[config.mk]
export PLATFORM = sky130hd
export DESIGN_NAME = edge_capture_period_duty_meter_core
export DESIGN_NICKNAME = d
export VERILOG_FILES = /design/src/design/ecpdm_pkg.sv /design/src/design/ecpdm_alu.sv /design/src/design/ecpdm_out.sv /design/src/design/edge_capture_period_duty_meter_core.sv
export SDC_FILE = /design/constraint.sdc
export NUM_CORES = 1
export LEC_CHECK = 0
export BUFFER_PORTS_ARGS = -buffer_cell sky130_fd_sc_hd__buf_4
export CORE_MARGIN = 2
export CORE_UTILIZATION = 45
export DETAILED_ROUTE_END_ITERATION = 10
export MAX_ROUTING_LAYER = met4
export PLACE_DENSITY_LB_ADDON = 0.15
export SLEW_MARGIN = 0
export SYNTH_ARGS = -nofsm -noshare
export SYNTH_HDL_FRONTEND = slang
export SYNTH_HIERARCHICAL = 1
export SYNTH_SLANG_ARGS = --single-unit
[constraint.sdc]
create_clock -name clk -period 8.6 [get_ports clk]
set_input_delay 1.72 -clock clk [delete_from_list [all_inputs] [get_ports clk]]
set_output_delay 1.72 -clock clk [all_outputs]
set_load 0.01 [all_outputs]
[src/design/ecpdm_pkg.sv]
package ecpdm_pkg;

  localparam int unsigned REF_PERIOD_DEF = 2000;
  localparam int unsigned PER_MILLE      = 1000;

  // widths fixed by the item format
  localparam int unsigned STAMP_W = 32;
  localparam int unsigned TICK_W  = 16;
  localparam int unsigned CAP_W   = 11;
  // per-mille numerator: 32-bit high time times 1000
  localparam int unsigned NUM_W   = 42;
  // quotient never exceeds 1000, so 11 quotient bits
  localparam int unsigned QUOT_W  = 11;
  localparam int unsigned QCNT_W  = 4;

  localparam logic [1:0] OP_START_PERIOD = 2'd0;
  localparam logic [1:0] OP_START_DUTY   = 2'd1;
  localparam logic [1:0] OP_TICK         = 2'd2;
  localparam logic [1:0] OP_EDGE         = 2'd3;

  localparam logic [1:0] STS_DONE    = 2'd0;
  localparam logic [1:0] STS_TIMEOUT = 2'd1;
  localparam logic [1:0] STS_ERROR   = 2'd2;

  typedef enum logic [2:0] {
    G_IDLE,
    G_OPENING,
    G_OPEN,
    G_DUTY_H1,
    G_DUTY_LO,
    G_DUTY_H2
  } gate_t;

  typedef enum logic [3:0] {
    SQ_IDLE,
    SQ_DECODE,
    SQ_STAMP,
    SQ_EDGE,
    SQ_CHK_OPEN,
    SQ_CHK_MID,
    SQ_CHK_HIGH,
    SQ_MUL,
    SQ_DIV,
    SQ_EMIT
  } seq_t;

  typedef struct packed {
    logic [1:0]         status;
    logic               duty_mode;
    logic [STAMP_W-1:0] value;
  } res_t;

endpackage

[src/design/ecpdm_alu.sv]
// shared subtract / compare unit: all stamp checks and every divide step
module ecpdm_alu
  import ecpdm_pkg::*;
(
  input  logic [NUM_W-1:0] a,
  input  logic [NUM_W-1:0] b,
  output logic [NUM_W-1:0] diff,
  output logic             borrow
);

  logic [NUM_W:0] full;

  assign full   = {1'b0, a} - {1'b0, b};
  assign diff   = full[NUM_W-1:0];
  assign borrow = full[NUM_W];

endmodule

[src/design/ecpdm_out.sv]
// output register: holds one result item until the receiver takes it
module ecpdm_out
  import ecpdm_pkg::*;
(
  input  logic        clk,
  input  logic        rst,
  input  logic        load,
  input  res_t        res,
  output logic        can_load,
  output logic        m_tvalid,
  input  logic        m_tready,
  output logic [31:0] m_tdata,  // value
  output logic [2:0]  m_tuser   // status[1:0], duty_mode[2]
);

  assign can_load = !m_tvalid || m_tready;

  always_ff @(posedge clk) begin
    if (rst) begin
      m_tvalid <= 1'b0;
    end else if (load) begin
      m_tvalid <= 1'b1;
    end else if (m_tready) begin
      m_tvalid <= 1'b0;
    end
  end

  always_ff @(posedge clk) begin
    if (load) begin
      m_tdata <= res.value;
      m_tuser <= {res.duty_mode, res.status};
    end
  end

endmodule

[src/design/edge_capture_period_duty_meter_core.sv]
// Period / duty meter gated by a reference timer that wraps every REF_PERIOD.
//
// Input channel s_*: one item per handshake; tuser carries the opcode (start
// period, start duty, reference tick, signal edge), tdata carries edge_target,
// timeout_ms and capture_value. Output channel m_*: at most one result item
// per input item; tuser carries status and duty_mode, tdata the value.
//
// Items are handled one at a time by a sequencer around one shared 42-bit
// subtractor. s_tready is high only while the sequencer is idle. Start and
// tick items and edges on an idle gate only pass the decode state; other
// edges also pass the stamp and edge states, a period close adds one stamp
// compare, and a duty close adds three stamp compares, one multiply and an
// 11-step restoring divide for the per-mille value. A result is then loaded
// into the output register from the emit state.
//
// The output register lets the next item be taken while a result waits. If the
// receiver stalls with a result still held, a new result waits in the
// sequencer and input is held off until the register frees.
//
// Reset (synchronous, rst high) returns the gate to idle, clears the counters
// and stamps and empties the output register.
module edge_capture_period_duty_meter_core
  import ecpdm_pkg::*;
#(
  parameter int unsigned REF_PERIOD = REF_PERIOD_DEF
) (
  input  logic        clk,
  input  logic        rst,
  input  logic        s_tvalid,
  output logic        s_tready,
  input  logic [63:0] s_tdata,  // edge_target[31:0], timeout_ms[47:32], capture_value[58:48]
  input  logic [1:0]  s_tuser,  // opcode[1:0]
  output logic        m_tvalid,
  input  logic        m_tready,
  output logic [31:0] m_tdata,  // value[31:0]
  output logic [2:0]  m_tuser   // status[1:0], duty_mode[2]
);

  localparam logic [TICK_W-1:0]  RP      = TICK_W'(REF_PERIOD);
  localparam logic [TICK_W-1:0]  SAT_MAX = {TICK_W{1'b1}};
  localparam logic [QUOT_W-1:0]  QMAX    = QUOT_W'(PER_MILLE);
  localparam logic [QCNT_W-1:0]  QLAST   = QCNT_W'(QUOT_W - 1);

  seq_t seq, seq_next;
  gate_t gate;

  logic [1:0]         op;
  logic [STAMP_W-1:0] target;
  logic [TICK_W-1:0]  tmo;
  logic [CAP_W-1:0]   cap;

  logic [TICK_W-1:0]  wrap_count;
  logic [STAMP_W-1:0] edges_left;
  logic [STAMP_W-1:0] open_stamp;
  logic [STAMP_W-1:0] mid_stamp;
  logic [TICK_W-1:0]  elapsed_ms;
  logic [TICK_W-1:0]  timeout_limit;

  logic [STAMP_W-1:0] prod;
  logic [STAMP_W-1:0] stamp;
  logic [STAMP_W-1:0] period;
  logic [STAMP_W-1:0] high;
  logic [NUM_W-1:0]   num;
  logic [NUM_W-1:0]   den;
  logic [QUOT_W-1:0]  quot;
  logic [QCNT_W-1:0]  qcnt;
  res_t               res;

  logic [NUM_W-1:0]   alu_a, alu_b, alu_diff;
  logic               alu_borrow;
  logic               out_load, out_free;

  logic [TICK_W-1:0]  el_inc;
  logic [STAMP_W-1:0] edges_dec;
  logic [QUOT_W-1:0]  quot_step;
  logic               duty_active;
  logic               tick_expire;

  assign el_inc      = (elapsed_ms != SAT_MAX) ? elapsed_ms + 1'b1 : elapsed_ms;
  assign tick_expire = (gate != G_IDLE) && (el_inc >= timeout_limit);
  assign edges_dec   = edges_left - 1'b1;
  assign quot_step   = {quot[QUOT_W-2:0], ~alu_borrow};
  assign duty_active = (gate == G_DUTY_H1) || (gate == G_DUTY_LO) || (gate == G_DUTY_H2);

  ecpdm_alu u_alu (
    .a      (alu_a),
    .b      (alu_b),
    .diff   (alu_diff),
    .borrow (alu_borrow)
  );

  ecpdm_out u_out (
    .clk      (clk),
    .rst      (rst),
    .load     (out_load),
    .res      (res),
    .can_load (out_free),
    .m_tvalid (m_tvalid),
    .m_tready (m_tready),
    .m_tdata  (m_tdata),
    .m_tuser  (m_tuser)
  );

  always_ff @(posedge clk) begin
    if (rst) begin
      seq <= SQ_IDLE;
    end else begin
      seq <= seq_next;
    end
  end

  always_comb begin
    seq_next = seq;
    s_tready = 1'b0;
    out_load = 1'b0;
    alu_a    = '0;
    alu_b    = '0;
    unique case (seq)
      SQ_IDLE: begin
        s_tready = 1'b1;
        if (s_tvalid) seq_next = SQ_DECODE;
      end
      SQ_DECODE: begin
        unique case (op) inside
          OP_START_PERIOD, OP_START_DUTY: begin
            seq_next = (tmo == '0) ? SQ_EMIT : SQ_IDLE;
          end
          OP_TICK: begin
            seq_next = tick_expire ? SQ_EMIT : SQ_IDLE;
          end
          default: begin
            seq_next = (gate == G_IDLE) ? SQ_IDLE : SQ_STAMP;
          end
        endcase
      end
      SQ_STAMP: seq_next = SQ_EDGE;
      SQ_EDGE: begin
        unique case (gate)
          G_OPEN:    seq_next = (edges_dec != '0) ? SQ_IDLE : SQ_CHK_OPEN;
          G_DUTY_H2: seq_next = SQ_CHK_OPEN;
          default:   seq_next = SQ_IDLE;
        endcase
      end
      SQ_CHK_OPEN: begin
        alu_a = NUM_W'(stamp);
        alu_b = NUM_W'(open_stamp);
        if (alu_borrow || gate == G_OPEN || alu_diff == '0) begin
          seq_next = SQ_EMIT;
        end else begin
          seq_next = SQ_CHK_MID;
        end
      end
      SQ_CHK_MID: begin
        alu_a = NUM_W'(mid_stamp);
        alu_b = NUM_W'(open_stamp);
        seq_next = alu_borrow ? SQ_EMIT : SQ_CHK_HIGH;
      end
      SQ_CHK_HIGH: begin
        alu_a = NUM_W'(stamp);
        alu_b = NUM_W'(mid_stamp);
        seq_next = alu_borrow ? SQ_EMIT : SQ_MUL;
      end
      SQ_MUL: seq_next = SQ_DIV;
      SQ_DIV: begin
        alu_a = num;
        alu_b = den;
        if (qcnt == '0) seq_next = SQ_EMIT;
      end
      SQ_EMIT: begin
        out_load = out_free;
        if (out_free) seq_next = SQ_IDLE;
      end
      default: seq_next = SQ_IDLE;
    endcase
  end

  // gate state and counters follow the measurement rules
  always_ff @(posedge clk) begin
    if (rst) begin
      gate          <= G_IDLE;
      wrap_count    <= '0;
      edges_left    <= '0;
      open_stamp    <= '0;
      mid_stamp     <= '0;
      elapsed_ms    <= '0;
      timeout_limit <= '0;
    end else begin
      unique case (seq)
        SQ_DECODE: begin
          unique case (op) inside
            OP_START_PERIOD, OP_START_DUTY: begin
              wrap_count    <= '0;
              elapsed_ms    <= '0;
              timeout_limit <= tmo;
              edges_left    <= target;
              if (tmo == '0) begin
                gate <= G_IDLE;
              end else begin
                gate <= (op == OP_START_PERIOD) ? G_OPENING : G_DUTY_H1;
              end
            end
            OP_TICK: begin
              wrap_count <= wrap_count + 1'b1;
              if (gate != G_IDLE) begin
                elapsed_ms <= el_inc;
                if (tick_expire) gate <= G_IDLE;
              end
            end
            default: ;
          endcase
        end
        SQ_EDGE: begin
          unique case (gate)
            G_OPENING: begin
              open_stamp <= stamp;
              gate       <= G_OPEN;
            end
            G_OPEN:    edges_left <= edges_dec;
            G_DUTY_H1: begin
              open_stamp <= stamp;
              gate       <= G_DUTY_LO;
            end
            G_DUTY_LO: begin
              mid_stamp <= stamp;
              gate      <= G_DUTY_H2;
            end
            G_DUTY_H2: ;
            default:   gate <= G_IDLE;
          endcase
        end
        SQ_EMIT: gate <= G_IDLE;
        default: ;
      endcase
    end
  end

  // datapath: latched item, stamp, checks and divider
  always_ff @(posedge clk) begin
    if (seq == SQ_IDLE && s_tvalid) begin
      op     <= s_tuser;
      target <= s_tdata[31:0];
      tmo    <= s_tdata[47:32];
      cap    <= s_tdata[58:48];
    end
    unique case (seq)
      SQ_DECODE: begin
        prod <= {{(STAMP_W-TICK_W){1'b0}}, wrap_count} * {{(STAMP_W-TICK_W){1'b0}}, RP};
        if (op == OP_START_PERIOD || op == OP_START_DUTY) begin
          res <= '{status: STS_TIMEOUT, duty_mode: op[0], value: '0};
        end else begin
          res <= '{status: STS_TIMEOUT, duty_mode: duty_active, value: '0};
        end
      end
      SQ_STAMP: stamp <= prod + STAMP_W'(cap);
      SQ_CHK_OPEN: begin
        period <= alu_diff[STAMP_W-1:0];
        if (alu_borrow) begin
          res <= '{status: STS_ERROR, duty_mode: (gate == G_DUTY_H2), value: '0};
        end else if (gate == G_OPEN) begin
          res <= '{status: STS_DONE, duty_mode: 1'b0, value: alu_diff[STAMP_W-1:0]};
        end else begin
          // zero period
          res <= '{status: STS_ERROR, duty_mode: 1'b1, value: '0};
        end
      end
      SQ_CHK_MID: begin
        high <= alu_diff[STAMP_W-1:0];
        res  <= '{status: STS_ERROR, duty_mode: 1'b1, value: '0};
      end
      SQ_MUL: begin
        num  <= NUM_W'(high) * NUM_W'(PER_MILLE);
        den  <= NUM_W'(period) << (QUOT_W - 1);
        quot <= '0;
        qcnt <= QLAST;
      end
      SQ_DIV: begin
        if (!alu_borrow) num <= alu_diff;
        den  <= den >> 1;
        quot <= quot_step;
        qcnt <= qcnt - 1'b1;
        if (qcnt == '0) begin
          res <= '{status: STS_DONE, duty_mode: 1'b1,
                   value: STAMP_W'((quot_step > QMAX) ? QMAX : quot_step)};
        end
      end
      default: ;
    endcase
  end

endmodule

==> results.json, run 1 <==
{
  "outcome": "complete, no violations",
  "rsz0062_at_grt": "false",
  "rows": 96,
  "ys_types": 84,
  "drc": 0,
  "fin_ws_ns": 1.91,
  "max-slew-margin-rel_pct": 11.4,
  "gp_congestion": 0.899,
  "dieHeight_um": 266,
  "htreeDepth": 2,
  "synth_top_family_by_area": "adder cells",
  "avgViaCountPerCell": 5.51,
  "grt_pass1_wl_mm": 124,
  "critPathMaxFanout": 117,
  "synthMuxAreaShare_pct": 0.134,
  "dpl.hpwl_mm": 56.9,
  "max_freq_ghz": 0.149,
  "cts-root-buf": "clkbuf_16",
  "drive_gt1_share_pct": 8.29,
  "cts_tree": "done",
  "drtIter0Drc": 1694,
  "setup_viol": 0,
  "endpoint_kind": "flip-flop",
  "skew_ns": 0.0211,
  "drtAntennaViolNets": 0,
  "arrival_ns": 7.15,
  "finalHoldViolations": 0,
  "synth_compound_area_share_pct": 13.6,
  "synth-xor-area-share_pct": 3.83,
  "synth_seq_cells": 488,
  "clk-insertion-delay-late_ns": 0.61,
  "reg2reg_to": "seq[2]",
  "ios": 107,
  "antenna_found_initial": 1,
  "synthFlopType": "edfxtp_1",
  "gr-usage-all-layers_pct": 22.8,
  "routed-via-count": 22400,
  "tightest_slew_ns": 1.32,
  "dpl_cell_area_mm2": 0.0326,
  "leakage_nw": 14.5,
  "rr_startpoint": "seq[3]",
  "max-cap-violations": 0,
  "io_buffers": 101,
  "async_reset_ff_share_pct": 0,
  "yosysWarnings": 6,
  "post-place-ws_ns": 2.18,
  "hold_buffers": 0,
  "r2r_setup_slack_ns": 1.91,
  "syn_nets": 3519,
  "area_growth_pct": 11.7,
  "die-area_mm2": 0.0707,
  "fp.coreArea_mm2": 0.0682,
  "clkTransAtPathRegs_ns": 0.06,
  "startpoint": "seq[3]",
  "synth_edf_count": 344,
  "wl_per_cell_um": 19.0,
  "critPathLaunchType": "flip-flop",
  "yosys.area_share.simple_pct": 14.2,
  "fin_total_pwr_mw": 5.62,
  "tns_ns": 0,
  "avgSynthCellArea_um2": 10.1,
  "pwr_density_cell_mw_per_mm2": 163,
  "hp-class": "flip-flop to flip-flop",
  "postLayoutCellArea_mm2": 0.0345,
  "fin_nets": 3592,
  "ir_drop_mv": 0.150,
  "grt_pass1_vias": 22600,
  "grt_max_degree": 118,
  "crit_type": "flip-flop to flip-flop",
  "critPathCapture": "seq[2]",
  "grt-ovfl-total": 0,
  "timing.final.crit_period_ns": 6.69,
  "min_period_over_period_pct": 77.8,
  "cp.required_ns": 9.06,
  "cts_resized": 0,
  "synth_adder_area_share_pct": 19.7,
  "netlist_instances": 3068,
  "cts_setup_buffers": 0,
  "numClockSinks": 488,
  "rr_worst_depth": 22,
  "dr.pass1.iters": 8,
  "clockBufferDepth": 3,
  "netlist_area_mm2": 0.0309,
  "dieWidth_um": 266,
  "start_util_pct": 45.2,
  "drv_slew": 0,
  "cts_made_buffers": 53,
  "seq_area_frac_synth_pct": 42.8,
  "wl_mm": 77.4
}
final cells by class:
cell class / instances / area (um2)
tap: 882 / 1100
clock inverter: 30 / 387
inverter: 354 / 1330
clock buffer: 70 / 1480
fill: 6275 / 33700
multi-input combinational: 2109 / 15900
timing repair buffer: 135 / 1030
antenna: 1 / 2.50
sequential: 488 / 13200
report_power, final:
group	switching [mW]	leakage (nW)	internal [mW]
clock network	0.979	0.918	1.46
registers	0.0458	4.35	2.59
logic	0.354	9.21	0.191
sequential cells by signal, indices dropped and copies added (netlist names):
signal          cells
den                42
num                42
res                35
edges_left         32
high               32
period             32
target             32
u_out/m_tdata      32
mid_stamp          28
open_stamp         28
stamp              28
prod               23
elapsed_ms         16
timeout_limit      16
tmo                16
wrap_count         16
cap                11
quot               10
qcnt                4
seq                 4
gate                3
u_out/m_tuser       3
op                  2
u_out/m_tvalid      1
layer usage:
metal / GRT usage [%] / part of all wire, % / up-vias
met5: - / 0 / -
met4: 7.90 / 3.5 / 0
met3: 3.08 / 5.0 / 144
met2: 36.8 / 47 / 576
met1: 29.6 / 44 / 10900
li1: - / - / 10800
critical path, cell delays in order, from the launching register on:
cell	delay (ns)
dfxtp_1	0.70
nand2_1	0.28
nor3_2	0.24
buf_12	0.42
a222oi_1	0.17
inv_1	0.09
ha_1	0.17
inv_1	0.06
fa_1	0.39
a21o_1	0.19
a221oi_1	0.45
or4_4	0.24
a2111o_1	0.22
nand4b_2	0.19
a2111oi_2	0.62
or2_4	0.24
a311oi_1	0.16
nor4_1	0.55
nand4_1	0.17
nor3_1	0.41
or3_1	0.21
o311a_1	0.19
o22ai_1	0.08
cell usage after synthesis, types with 14 or more instances:
master	number	area [um2]
nand3_1	48	240
edfxtp_1	344	10300
a222oi_1	18	180
o21a_1	18	135
and2_1	38	238
a211oi_1	20	150
xnor2_1	94	823
clkbuf_1	101	379
o31ai_1	16	120
a21o_1	54	405
and3_1	72	450
nor4_1	25	156
nand4_1	28	175
xor2_1	41	359
nand2_1	423	1590
a21oi_1	238	1190
o21bai_1	15	113
nor3_1	45	225
fa_1	174	3480
ha_1	207	2590
a22oi_1	37	278
nor2b_1	18	113
nor2_1	168	631
inv_1	354	1330
o21ai_0	116	581
nand2b_1	16	100
dfxtp_1	144	2880
a31oi_1	14	87.6
kinds of logic after synthesis:
logic type,Yosys count
mux,4
compound gates,655
xor+xnor,135
flops,488
simple gates,934
fa+ha+maj,381
buf+inv,471
metrics by stage:
| step | instances | util, % | hold slack (ns) |
|---|---|---|---|
| 2_1_floorplan | 3068 | - | 0.400 |
| 3_3_place_gp | 3968 | 47.8 | 0.406 |
| 3_5_place_dp | 3968 | 47.8 | 0.405 |
| 4_1_cts | 4068 | 50.5 | 0.418 |
| 5_1_grt | 4069 | 50.5 | 0.409 |
| 6_report | 4069 | 50.5 | 0.414 |
how the worst min path moves through the flow:
| stage | start | endpoint | slack (ns) | depth (start not counted) |
|---|---|---|---|---|
| finish | res[12] | u_out/m_tdata[12] | 0.41 | 0 |
| global route | res[32] | u_out/m_tuser[2] | 0.41 | 0 |
| CTS | res[12] | u_out/m_tdata[12] | 0.42 | 0 |
| detailed placement | res[28] | u_out/m_tdata[28] | 0.40 | 0 |
| global placement | res[19] | u_out/m_tdata[19] | 0.41 | 0 |
| floorplan | cap[0] | stamp[0] | 0.40 | 0 |
cell usage in the layout (no fill, tap or decap), types with 20 or more instances in the layout:
| master | n |
|---|---|
| nand4_1 | 28 |
| o21ai_0 | 115 |
| nor2_1 | 164 |
| and3_1 | 71 |
| nand3_1 | 48 |
| a22oi_1 | 37 |
| nor4_1 | 25 |
| xor2_1 | 41 |
| buf_4 | 134 |
| dfxtp_1 | 144 |
| clkbuf_16 | 55 |
| inv_1 | 354 |
| nand2_1 | 421 |
| nor3_1 | 41 |
| edfxtp_1 | 344 |
| xnor2_1 | 94 |
| a21o_1 | 54 |
| a21oi_1 | 237 |
| ha_1 | 207 |
| and2_1 | 37 |
| fa_1 | 174 |
| a211oi_1 | 20 |
(Power assumes the default switching activity.)
==> inputs of run 2 (changes only) <==
--- a/config.mk
+++ b/config.mk
@@ -5,6 +5,7 @@
 export SDC_FILE = /design/constraint.sdc
 export NUM_CORES = 1
 export LEC_CHECK = 0
+export ABC_AREA = 1
 export BUFFER_PORTS_ARGS = -buffer_cell sky130_fd_sc_hd__buf_4
 export CORE_MARGIN = 2
 export CORE_UTILIZATION = 45
==> constraint.sdc (replaced) <==
create_clock -name clk -period 6.78 [get_ports clk]
set_input_delay 1.356 -clock clk [delete_from_list [all_inputs] [get_ports clk]]
set_output_delay 1.356 -clock clk [all_outputs]
set_load 0.01 [all_outputs]
==> run 2 against run 1 <==
Net effect:
- final cell count rose by 21%
- sequential share of layout area fell by 2.1 points
- flip-flop and latch count did not move
- count of clock-buffer cells in the layout rose by 9
- sequential power rose by 25%
- design area rose by 5.9%
- register-to-register slack got worse by 0.78 ns
- synthesized cell count rose by 24%
- largest power group unchanged
- non-clock buffer count rose by 6
- highest routed layer unchanged
- first-iteration DRC count fell by 3.7%
- synthesized area rose by 5.7%
- critical path type unchanged
==> results.json, run 2 <==
{
  "dieWidth_um": 273,
  "synth_edf_count": 344,
  "hold_buffers": 0,
  "clockBufferDepth": 3,
  "slowest_stage": "nor4_1",
  "hp-class": "flip-flop to flip-flop",
  "leakage_nw": 16.3,
  "drtIter0Drc": 1632,
  "yosysTopAreaCell": "edfxtp_1",
  "fin_total_pwr_mw": 7.18,
  "critical_path.top_delay_family": "simple AND/OR/NAND/NOR gates",
  "cts-root-buf": "clkbuf_16",
  "min_period_over_period_pct": 83.4,
  "routed-via-count": 24900,
  "arrival_ns": 6.23,
  "endpoint_kind": "flip-flop",
  "io_buffers": 101,
  "fp.coreArea_mm2": 0.0716,
  "seq_area_frac_synth_pct": 40.5,
  "start_util_pct": 45.6,
  "ys_types": 52,
  "final_cell_mix": "nand2_1 (861), inv_1 (709), edfxtp_1 (344)",
  "hold-path-endpoint": "u_out/m_tdata[24]",
  "tns_ns": 0,
  "rr_startpoint": "seq[2]",
  "skew_ns": 0.0622,
  "outcome": "complete, no violations",
  "max_freq_ghz": 0.177,
  "antenna_found_initial": 0,
  "critical_path_buf_inv_count": 8,
  "cts_tree": "done",
  "grt-ovfl-total": 0,
  "yosysMostFrequentCell": "nand2_1",
  "avgViaCountPerCell": 5.06,
  "cp.required_ns": 7.36,
  "timing.final.crit_period_ns": 5.65,
  "fin_nets": 4377,
  "clk-insertion-delay-late_ns": 0.65,
  "dr.pass1.iters": 5,
  "dpl.hpwl_mm": 64.7,
  "dieHeight_um": 273,
  "crit_type": "flip-flop to flip-flop",
  "synth_top_area_share_pct": 31.7,
  "pwr_density_cell_mw_per_mm2": 197,
  "drtAntennaViolNets": 0,
  "worst_path_largest_cell_delay_ns": 0.48,
  "drv_slew": 0,
  "gp_congestion": 0.946,
  "critPathLaunchType": "flip-flop",
  "syn_nets": 4261,
  "cts_setup_buffers": 0,
  "ir_drop_mv": 0.197,
  "synthTopCellsByCount": "nand2_1 (863), inv_1 (711), edfxtp_1 (344), nor2_1 (330), a21oi_1 (228)",
  "tightest_slew_ns": 1.06,
  "cts_made_buffers": 56,
  "critPathMaxFanout": 29,
  "max-cap-violations": 0,
  "crit_top_cell": "nand2_1",
  "finalHoldViolations": 0,
  "max-slew-margin-rel_pct": 29.3,
  "synthFlopType": "edfxtp_1",
  "top_regs": "den (42), num (42), res (35)",
  "final_common_cell": "nand2_1",
  "ios": 107,
  "setup_viol": 0,
  "postLayoutCellArea_mm2": 0.0365,
  "startpoint": "seq[2]",
  "yosysWarnings": 6,
  "rr_worst_depth": 30,
  "antennaDiodeCount": 0,
  "rsz0062_at_grt": "false",
  "netlist_area_mm2": 0.0326,
  "drc": 0,
  "gr-usage-all-layers_pct": 23.5,
  "hold_depth": 0,
  "htreeDepth": 2,
  "drive_gt1_share_pct": 7.98,
  "cts_resized": 0,
  "dpl_cell_area_mm2": 0.0346,
  "area_growth_pct": 11.9,
  "numClockSinks": 488,
  "avgSynthCellArea_um2": 8.56,
  "wl_mm": 84.3,
  "synth_seq_cells": 488,
  "grt_pass1_wl_mm": 134,
  "netlist_instances": 3810,
  "grt_pass1_vias": 24800,
  "rows": 98,
  "async_reset_ff_share_pct": 0,
  "clkTransAtPathRegs_ns": 0.06,
  "reg2reg_to": "seq[3]",
  "wl_per_cell_um": 17.1,
  "min-delay-start": "res[24]",
  "synth_area_leaders": "edfxtp_1 (32%), fa_1 (11%), nand2_1 (9.9%), dfxtp_1 (8.8%), inv_1 (8.2%)",
  "grt_max_degree": 139,
  "die-area_mm2": 0.0747,
  "r2r_setup_slack_ns": 1.13
}
run 2: cell count changes in the layout (fill, tap and decap cells not counted), moves of 62 or more:
cell,delta
and3_1,-71
inv_1,+355
nand2_1,+440
nand3_1,+87
nor2_1,+162
o21ai_0,+62
run 2: cell families after synthesis:
group,Yosys count,synth area share (%)
buffers and inverters,802,9.34
XOR/XNOR,102,2.74
AND/OR/NAND/NOR,1481,19.0
AO/OA/AOI/OAI,556,9.87
flip-flops,488,40.5
adder cells (fa/ha/maj),381,18.6
run 2: through the flow:
stage | setup slack [ns] | utilization [%] | cells | hold slack (ns)
6_report | 1.13 | 51.0 | 4924 | 0.417
5_1_grt | 0.682 | 51.0 | 4924 | 0.421
4_1_cts | 1.16 | 51.0 | 4924 | 0.417
3_5_place_dp | 1.19 | 48.3 | 4818 | 0.405
3_3_place_gp | 1.26 | 48.3 | 4818 | 0.401
2_1_floorplan | 0.0646 | - | 3810 | 0.400
run 2: layout make-up:
type,count,area [um2]
Multi-Input combinational cell,2520,16400
Clock inverter,27,357
Fill cell,6925,35100
Tap cell,950,1190
Clock buffer,79,1570
Inverter,719,2700
Timing Repair Buffer,141,1070
Sequential cell,488,13200
run 2: worst max path at each step:
stage / depth (start not counted) / slack [ns] / endpoint
after CTS: 30 / 1.16 / seq[3]
after floorplan: 18 / 0.06 / num[0]
final: 30 / 1.13 / seq[3]
after detailed placement: 30 / 1.19 / seq[3]
after global placement: 30 / 1.26 / seq[3]
after global routing: 30 / 0.68 / seq[3]
run 2: where the power goes:
| group | leakage, nW | internal, mW | total, mW | switching (mW) |
|---|---|---|---|---|
| logic | 11.1 | 0.228 | 0.733 | 0.504 |
| clock network | 0.920 | 1.82 | 3.13 | 1.31 |
| registers | 4.32 | 3.27 | 3.31 | 0.0430 |
| total | 16.3 | 5.32 | 7.18 | 1.86 |
run 2: per-layer routing:
metal	part of all wire [%]	track usage (%)	vias to the layer above
met5	0	-	-
met4	2.4	5.81	0
met3	4.1	2.34	108
met2	48	38.2	476
met1	46	31.5	11800
li1	-	-	12600
